<file path="src/hdl/butterworth_bandpass_cascade_top_defines.svh">
// Assertion macros for the band-pass cascade.
// Used by the top level only; no other dependencies.
`ifndef BUTTERWORTH_BANDPASS_CASCADE_TOP_DEFINES_SVH
`define BUTTERWORTH_BANDPASS_CASCADE_TOP_DEFINES_SVH
`ifndef SYNTHESIS
`define BBC_ASSERT_IMPL(label, clk, rst, prop) \
   label: assert property (@(posedge clk) disable iff (rst) prop) else $error("bbc check failed");
`define BBC_ASSERT_NR(label, clk, prop) \
   label: assert property (@(posedge clk) prop) else $error("bbc check failed");
`else
`define BBC_ASSERT_IMPL(label, clk, rst, prop)
`define BBC_ASSERT_NR(label, clk, prop)
`endif
`endif

</file>
<file path="src/hdl/bbc_pkg.sv">
// Package for the band-pass cascade: widths, constants and section codes.
// Used by all modules of the block; no dependencies.
package bbc_pkg;
   localparam int SectionsDefault = 2;
   localparam int CoefFracDefault = 20;
   localparam int DelayFrac = 8;
   localparam int WordW = 40;
   localparam int CoefW = 24;
   localparam int SampleW = 16;
   localparam int ProdW = WordW + CoefW;
   localparam int DigitW = 4;
   localparam logic [2:0] CoefGain = 3'd0;
   localparam logic [2:0] CoefLast = 3'd4;
   localparam logic [WordW-1:0] WordMax = {1'b0, {(WordW-1){1'b1}}};
   localparam logic [WordW-1:0] WordMin = {1'b1, {(WordW-1){1'b0}}};

   // Saturates a wider signed value to the 40-bit word range.
   function automatic logic [WordW-1:0] sat40(input logic signed [ProdW-1:0] v);
      logic signed [ProdW-1:0] hi;
      logic signed [ProdW-1:0] lo;
      hi = {{(ProdW-WordW){1'b0}}, WordMax};
      lo = {{(ProdW-WordW){1'b1}}, WordMin};
      if (v > hi) sat40 = WordMax;
      else if (v < lo) sat40 = WordMin;
      else sat40 = v[WordW-1:0];
   endfunction
endpackage

</file>
<file path="src/hdl/bbc_digit_mul.sv">
// Digit-serial signed multiplier: coefficient times 40-bit word, 4 bits a cycle.
// Depends on bbc_pkg.
module bbc_digit_mul (
   input  logic                               clock,
   input  logic                               reset,
   input  logic                               start,
   input  logic signed [bbc_pkg::CoefW-1:0]   coef,
   input  logic signed [bbc_pkg::WordW-1:0]   word,
   output logic                               done,
   output logic signed [bbc_pkg::ProdW-1:0]   product
);
   localparam int Steps = bbc_pkg::WordW / bbc_pkg::DigitW;
   localparam int CntW = $clog2(Steps + 1);

   logic [CntW-1:0] cnt_ff, cnt_in;
   logic busy_ff, busy_in;
   logic signed [bbc_pkg::CoefW-1:0] coef_ff, coef_in;
   logic [bbc_pkg::WordW-1:0] word_ff, word_in;
   logic signed [bbc_pkg::ProdW-1:0] acc_ff, acc_in;
   logic signed [bbc_pkg::CoefW+bbc_pkg::DigitW:0] part;
   logic signed [bbc_pkg::DigitW:0] digit;
   logic top_digit;

   // The top digit of the word is signed; the others are unsigned.
   assign top_digit = (cnt_ff == '0);
   assign digit = top_digit ? {word_ff[bbc_pkg::WordW-1], word_ff[bbc_pkg::WordW-1 -: bbc_pkg::DigitW]}
                            : {1'b0, word_ff[bbc_pkg::WordW-1 -: bbc_pkg::DigitW]};
   assign part = coef_ff * digit;

   // Shift-and-add from the most significant digit down, then one done cycle.
   always_comb begin
      cnt_in = cnt_ff;
      busy_in = busy_ff;
      coef_in = coef_ff;
      word_in = word_ff;
      acc_in = acc_ff;
      if (start) begin
         busy_in = 1'b1;
         cnt_in = '0;
         coef_in = coef;
         word_in = word;
         acc_in = '0;
      end else if (busy_ff) begin
         if (cnt_ff == CntW'(Steps)) busy_in = 1'b0;
         else begin
            acc_in = (acc_ff <<< bbc_pkg::DigitW) + bbc_pkg::ProdW'(part);
            word_in = word_ff << bbc_pkg::DigitW;
            cnt_in = cnt_ff + 1'b1;
         end
      end
   end
   // Note: MSB-first digit order means first step uses the signed top digit.

   always_ff @(posedge clock) begin
      if (reset) begin
         busy_ff <= 1'b0;
         cnt_ff <= '0;
      end else begin
         busy_ff <= busy_in;
         cnt_ff <= cnt_in;
      end
      coef_ff <= coef_in;
      word_ff <= word_in;
      acc_ff <= acc_in;
   end

   assign done = busy_ff && (cnt_ff == CntW'(Steps));
   assign product = acc_ff;
endmodule

</file>
<file path="src/hdl/butterworth_bandpass_cascade_top.sv">
// Top level of the band-pass cascade: sequencer, coefficient and delay storage.
// Depends on bbc_pkg, bbc_digit_mul and the assertion macro header.
//
// Usage: the req_ channel carries one transaction per command. cmd 1 writes one
// coefficient (gain or feedback 1..4 of a section) and gives no result; it is
// accepted whenever the sequencer is idle. cmd 0 filters one sample
// through all SECTIONS sections in turn and gives one rsp_ transaction with the
// rounded, saturated output and a clipped flag. Each section runs five products
// on one shared multiplier that takes a 40-bit word four bits a cycle. A
// combine step follows the four feedback products, and the gain product comes
// last; the sequencer waits for the multiplier to finish each product.
// One sample is worked at a time; req_stall is high while it is in work. The
// result sits in an output register and is held while rsp_stall is high; a
// finished sample waits for that register to empty before the sequencer idles.
// Reset clears all delay words and coefficients to zero and empties the
// output register.
`include "butterworth_bandpass_cascade_top_defines.svh"
module butterworth_bandpass_cascade_top #(
   parameter int SECTIONS = bbc_pkg::SectionsDefault,
   parameter int COEF_FRAC_BITS = bbc_pkg::CoefFracDefault
) (
   input  logic                                  clock,
   input  logic                                  reset,
   input  logic                                  req_valid,
   output logic                                  req_stall,
   input  logic                                  req_cmd,
   input  logic signed [bbc_pkg::SampleW-1:0]    req_sample_in,
   input  logic [2:0]                            req_section_sel,
   input  logic [2:0]                            req_coef_sel,
   input  logic signed [bbc_pkg::CoefW-1:0]      req_coef_value,
   output logic                                  rsp_valid,
   input  logic                                  rsp_stall,
   output logic signed [bbc_pkg::SampleW-1:0]    rsp_sample_out,
   output logic                                  rsp_clipped
);
   localparam int WW = bbc_pkg::WordW;
   localparam int PW = bbc_pkg::ProdW;
   localparam int SecW = (SECTIONS > 1) ? $clog2(SECTIONS) : 1;

   typedef enum logic [2:0] {
      S_IDLE, S_MUL, S_WAIT, S_COMB, S_GAIN, S_GWAIT, S_OUT
   } state_type;

   state_type state_ff;
   logic [SecW-1:0] sec_ff;
   logic [2:0] tap_ff;
   logic signed [WW-1:0] u_ff;
   logic signed [PW-1:0] acc_ff;
   logic signed [WW-1:0] w0_ff;
   logic signed [WW-1:0] dly_ff [SECTIONS][4];
   logic signed [bbc_pkg::CoefW-1:0] coef_ff [SECTIONS][5];
   logic rsp_valid_ff;
   logic signed [bbc_pkg::SampleW-1:0] out_ff;
   logic clip_ff;

   logic mul_start;
   logic mul_done;
   logic signed [bbc_pkg::CoefW-1:0] mul_coef;
   logic signed [WW-1:0] mul_word;
   logic signed [PW-1:0] mul_prod;
   logic signed [PW-1:0] rounded;
   logic req_take;
   logic signed [WW+2:0] comb;
   logic signed [WW-bbc_pkg::DelayFrac:0] fin;

   assign req_stall = (state_ff != S_IDLE);
   assign req_take = req_valid && !req_stall;

   // Operand select for the shared multiplier.
   always_comb begin
      mul_coef = coef_ff[sec_ff][tap_ff + 3'd1];
      mul_word = (state_ff == S_GAIN) ? bbc_pkg::sat40(PW'(comb))
                                      : dly_ff[sec_ff][tap_ff[1:0]];
   end

   bbc_digit_mul u_mul (
      .clock(clock), .reset(reset), .start(mul_start),
      .coef((state_ff == S_GAIN || state_ff == S_GWAIT) ? coef_ff[sec_ff][0] : mul_coef),
      .word(mul_word), .done(mul_done), .product(mul_prod)
   );
   assign mul_start = (state_ff == S_MUL) || (state_ff == S_GAIN);

   // Round the product to the delay format.
   assign rounded = (mul_prod + (PW'(1) <<< (COEF_FRAC_BITS - 1))) >>> COEF_FRAC_BITS;
   assign comb = (WW+3)'(w0_ff) - ((WW+3)'(dly_ff[sec_ff][1]) <<< 1) + (WW+3)'(dly_ff[sec_ff][3]);
   assign fin = (WW-bbc_pkg::DelayFrac+1)'(((WW+1)'(u_ff)
                + (WW+1)'(1 << (bbc_pkg::DelayFrac-1))) >>> bbc_pkg::DelayFrac);

   // Sequencer, storage and result register.
   always_ff @(posedge clock) begin
      if (reset) begin
         state_ff <= S_IDLE;
         rsp_valid_ff <= 1'b0;
         for (int s = 0; s < SECTIONS; s++) begin
            for (int k = 0; k < 4; k++) dly_ff[s][k] <= '0;
            for (int k = 0; k < 5; k++) coef_ff[s][k] <= '0;
         end
      end else begin
         if (rsp_valid_ff && !rsp_stall) rsp_valid_ff <= 1'b0;
         unique case (state_ff)
            S_IDLE: begin
               if (req_take) begin
                  if (req_cmd) begin
                     if (32'(req_section_sel) < SECTIONS && req_coef_sel <= bbc_pkg::CoefLast)
                        coef_ff[req_section_sel[SecW-1:0]][req_coef_sel] <= req_coef_value;
                  end else begin
                     u_ff <= WW'(req_sample_in) <<< bbc_pkg::DelayFrac;
                     sec_ff <= '0;
                     tap_ff <= '0;
                     state_ff <= S_MUL;
                  end
               end
            end
            S_MUL: begin
               if (tap_ff == 3'd0) acc_ff <= PW'(u_ff);
               state_ff <= S_WAIT;
            end
            S_WAIT: begin
               if (mul_done) begin
                  acc_ff <= acc_ff + rounded;
                  if (tap_ff == 3'd3) state_ff <= S_COMB;
                  else begin
                     tap_ff <= tap_ff + 1'b1;
                     state_ff <= S_MUL;
                  end
               end
            end
            S_COMB: begin
               w0_ff <= bbc_pkg::sat40(acc_ff);
               state_ff <= S_GAIN;
            end
            S_GAIN: begin
               dly_ff[sec_ff][3] <= dly_ff[sec_ff][2];
               dly_ff[sec_ff][2] <= dly_ff[sec_ff][1];
               dly_ff[sec_ff][1] <= dly_ff[sec_ff][0];
               dly_ff[sec_ff][0] <= w0_ff;
               state_ff <= S_GWAIT;
            end
            S_GWAIT: begin
               if (mul_done) begin
                  u_ff <= bbc_pkg::sat40(rounded);
                  if (32'(sec_ff) == SECTIONS - 1) state_ff <= S_OUT;
                  else begin
                     sec_ff <= sec_ff + 1'b1;
                     tap_ff <= '0;
                     state_ff <= S_MUL;
                  end
               end
            end
            S_OUT: begin
               if (!rsp_valid_ff) begin
                  if (fin > 32767) begin
                     out_ff <= 16'sh7fff; clip_ff <= 1'b1;
                  end else if (fin < -32768) begin
                     out_ff <= 16'sh8000; clip_ff <= 1'b1;
                  end else begin
                     out_ff <= fin[15:0]; clip_ff <= 1'b0;
                  end
                  rsp_valid_ff <= 1'b1;
                  state_ff <= S_IDLE;
               end
            end
            default: state_ff <= S_IDLE;
         endcase
      end
   end

   assign rsp_valid = rsp_valid_ff;
   assign rsp_sample_out = out_ff;
   assign rsp_clipped = clip_ff;

   `BBC_ASSERT_IMPL(a_stall_busy, clock, reset, (state_ff != S_IDLE) |-> req_stall)
   `BBC_ASSERT_IMPL(a_hold_rsp, clock, reset, (rsp_valid && rsp_stall) |=> rsp_valid)
   `BBC_ASSERT_IMPL(a_sec_range, clock, reset, (state_ff != S_IDLE) |-> (32'(sec_ff) < SECTIONS))
endmodule

</file>
<file path="config.mk">
export PLATFORM = sky130hd
export DESIGN_NAME = butterworth_bandpass_cascade_top
export DESIGN_NICKNAME = d
export VERILOG_FILES = /design/src/hdl/bbc_pkg.sv /design/src/hdl/bbc_digit_mul.sv /design/src/hdl/butterworth_bandpass_cascade_top.sv
export VERILOG_INCLUDE_DIRS = /design/src /design/src/hdl
export SDC_FILE = /design/constraint.sdc
export NUM_CORES = 2
export LEC_CHECK = 0
export ABC_AREA = 1
export ABC_CLOCK_PERIOD_IN_PS = 17170
export BUFFER_PORTS_ARGS = -buffer_cell sky130_fd_sc_hd__buf_2
export CORE_ASPECT_RATIO = 0.6
export CORE_MARGIN = 10
export CORE_UTILIZATION = 40
export CTS_CLUSTER_SIZE = 28
export DETAILED_ROUTE_END_ITERATION = 8
export HOLD_SLACK_MARGIN = 0.03
export PLACE_DENSITY = 0.63
export RECOVER_POWER = 25
export SLEW_MARGIN = 15
export SYNTH_ARGS = -nofsm -noshare
export SYNTH_HDL_FRONTEND = slang
export SYNTH_SLANG_ARGS = --single-unit
</file>
<file path="constraint.sdc">
create_clock -name clock -period 17.17 [get_ports clock]
set_input_delay 1.717 -clock clock [delete_from_list [all_inputs] [get_ports clock]]
set_output_delay 1.717 -clock clock [all_outputs]
set_load 0.01 [all_outputs]
</file>
==> impl_metrics.json <==
{
  "status": "finished, violations left",
  "violations": "max-capacitance violations, max-slew violations",
  "dp_hpwl_um": 145400,
  "drive_gt1_frac": 0.04831,
  "cap_violations": 16,
  "first_pass_iters": 5,
  "post_cts_resized": 0,
  "synthXorXnorAreaFrac": 0.02433,
  "yosys.area.top_type": "edfxtp_1",
  "synth_top_family_by_area": "simple AND/OR/NAND/NOR gates",
  "syn_nets": 7611,
  "synth_top_flop_cell": "edfxtp_1",
  "nNetsFinal": 7608,
  "cts_setup_buffers": 0,
  "hold_class": "reg -> reg",
  "clk_latency_ns": 0.74,
  "async_reset_ff_frac": 0,
  "cts_htree_levels": 3,
  "rsz0062_at_grt": "false",
  "start_util": 0.4016,
  "grt-ovfl-total": 0,
  "wl_um": 196800,
  "synth_area_um2": 59040,
  "vias": 48710,
  "tightest_slew_ns": 4.304,
  "slew_headroom": -1.869,
  "hold_violations": 0,
  "row_count": 109,
  "synthCells": 7075,
  "required_ns": 17.60,
  "ys_warn_count": 0,
  "io_pins": 70,
  "port_buffers": 69,
  "drv_slew": 755,
  "grt_antenna_before_repair": 8,
  "cts_tree": "yes",
  "worstSetupPathType": "reg -> reg",
  "grt_max_degree": 80,
  "track_usage": 0.2326,
  "ant_nets": 0,
  "synth-simple-area-share": 0.2165,
  "ys_ff_latch": 863,
  "grt_pass1_vias": 46169,
  "core_um2": 147000,
  "die-area_um2": 163900,
  "clockBufferDepth": 3,
  "clock_skew_ns": 0.05665,
  "synthTopCellsByArea": "edfxtp_1 (40%), nand2_1 (9.8%), fa_1 (8.3%), inv_1 (7.2%), nor2_1 (6.6%)",
  "final_util": 0.4376,
  "yosysUniqueCellTypes": 56,
  "wire_per_inst_um": 21.66,
  "clock_sink_count": 863,
  "vias_per_cell": 5.362,
  "dieWidth_um": 516,
  "critPathMaxFanout": 42,
  "start_kind": "flop",
  "place.gp.congestion": 1.002,
  "crit_start": "tap_ff[1]",
  "synth_adder_area_share": 0.1338,
  "cts.reportedPaths.clkPinSlew_ns": 0.07,
  "num-fill-cells": 14588,
  "clock_tree.root_cell": "clkbuf_16",
  "area_delta_synth_final_pct": 8.964,
  "holdBufCountCts": 0,
  "syn_avg_cell_area_um2": 8.345,
  "yosysTopAreaCellShare": 0.4013,
  "critPathCaptureType": "flop",
  "die_y_um": 317.6,
  "synth.area.mux_share": 0.02153,
  "finalCritPeriodShare": 0.4583,
  "min_period_ns": 7.869,
  "finalSetupViolations": 0,
  "max_freq_mhz": 127.1,
  "synth-seq-area-share": 0.4264,
  "first_iter_violations": 5469,
  "synth_compound_area_frac": 0.08828,
  "timing.rr.start": "tap_ff[1]",
  "worstPathArrival_ns": 8.30,
  "setup_tns_ns": 0,
  "numCtsBuffers": 88,
  "drc": 0,
  "synth_edf_count": 789,
  "min_from": "u_mul.cnt_ff[3]",
  "grt_pass1_wl_um": 293200
}
-- worst max-delay path, cell delays in order (launching register included) --
cell and delay [ns]:
edfxtp_1 0.32, clkbuf_1 2.19, clkinv_1 0.35, clkbuf_1 1.22
ha_1 0.81, nor2_2 0.12, buf_4 0.32, clkinv_1 0.46
nor2_2 0.57, buf_4 0.40, o211ai_1 0.13, a31oi_1 0.62
-- registers in the layout, indices dropped and copies added, names as in the netlist, 4 cells and up, named ones only --
register and cells:
rsp_sample_out 16, u_mul.cnt_ff 4, u_mul.coef_ff 24, u_mul.word_ff 40, acc_ff 64, dly_ff 320, w0_ff 40, u_ff 40
coef_ff 240, u_mul.product 64
-- through the flow --
step / area [µm²] / std cells / worst slack (ns) / hold slack, ns
after global routing: 64330 / 9084 / 9.083 / 0.5185
after CTS: 64470 / 9083 / 10.46 / 0.4785
after floorplan: 59040 / 7075 / 10.34 / 0.4528
after global placement: 61510 / 8923 / 10.64 / 0.4737
after detailed placement: 61510 / 8923 / 10.46 / 0.4725
final: 64340 / 9085 / 9.301 / 0.4843
-- final timing paths --
path / slack (ns) / cells after the start / to
worst min-delay path: 0.48 / 2 / u_mul.cnt_ff[3]
worst max-delay path: 9.30 / 11 / u_mul.coef_ff[0]
worst max register to register: 9.30 / 11 / u_mul.coef_ff[0]
worst min register to register: 0.48 / 2 / u_mul.cnt_ff[3]
-- cells in the mapped netlist, types with 112 or more instances --
library cell  instances
nand3_1             269
mux2i_1             127
nand2_1            1540
edfxtp_1            789
a21oi_1             281
nor3_1              112
o21ai_0             382
xor2_1              117
ha_1                241
clkbuf_1            185
nor2_1             1041
inv_1              1127
fa_1                244
-- area by class of cell --
class	count	area (µm²)	share of cell area
Timing Repair Buffer	145	828.3	0.01287
Sequential cell	863	25180	0.3913
Tap cell	1942	2430	0.03777
Clock buffer	105	2276	0.03538
Clock inverter	55	685.7	0.01066
Multi-Input combinational cell	4835	28650	0.4454
Antenna cell	1	2.502	0.00003890
Inverter	1139	4283	0.06657
-- per-layer routing --
layer,vias to the layer above,wire length (µm),track usage
met5,-,28,0
met4,6,3535,0.04311
met3,204,22980,0.07152
met2,2055,73900,0.3014
met1,23518,96380,0.3724
li1,22927,-,-
-- cell usage in the layout, fill, tap and decap left out, types with 8 or more instances in the layout --
cell type / count
nand3b_1: 13
clkinv_1: 17
clkbuf_16: 88
nand3_1: 268
edfxtp_1: 789
buf_2: 50
a21o_1: 26
inv_1: 1123
mux2i_1: 127
clkbuf_1: 52
bufinv_16: 10
o21bai_1: 34
dfxtp_1: 73
buf_4: 59
a21oi_1: 280
xnor2_1: 47
nor4_1: 27
xor2_1: 117
nand2_1: 1534
a22oi_1: 24
o21a_1: 8
inv_6: 8
o211ai_1: 51
nand2_2: 13
clkinv_2: 9
nor2_2: 17
ha_1: 241
o221ai_1: 12
a31oi_1: 41
fa_1: 244
o22ai_1: 25
or2_2: 37
a21boi_0: 8
nor3_1: 112
nand4_1: 63
inv_2: 8
nor2_1: 1035
o21ai_0: 382
-- kinds of logic after synthesis --
logic type	Yosys count
xor+xnor	164
simple gates	3139
fa+ha+maj	485
mux	127
flops	863
compound gates	920
buf+inv	1377
Power is not shown: default switching activity piles up to over one toggle a cycle in this logic, so the estimate is an artifact.
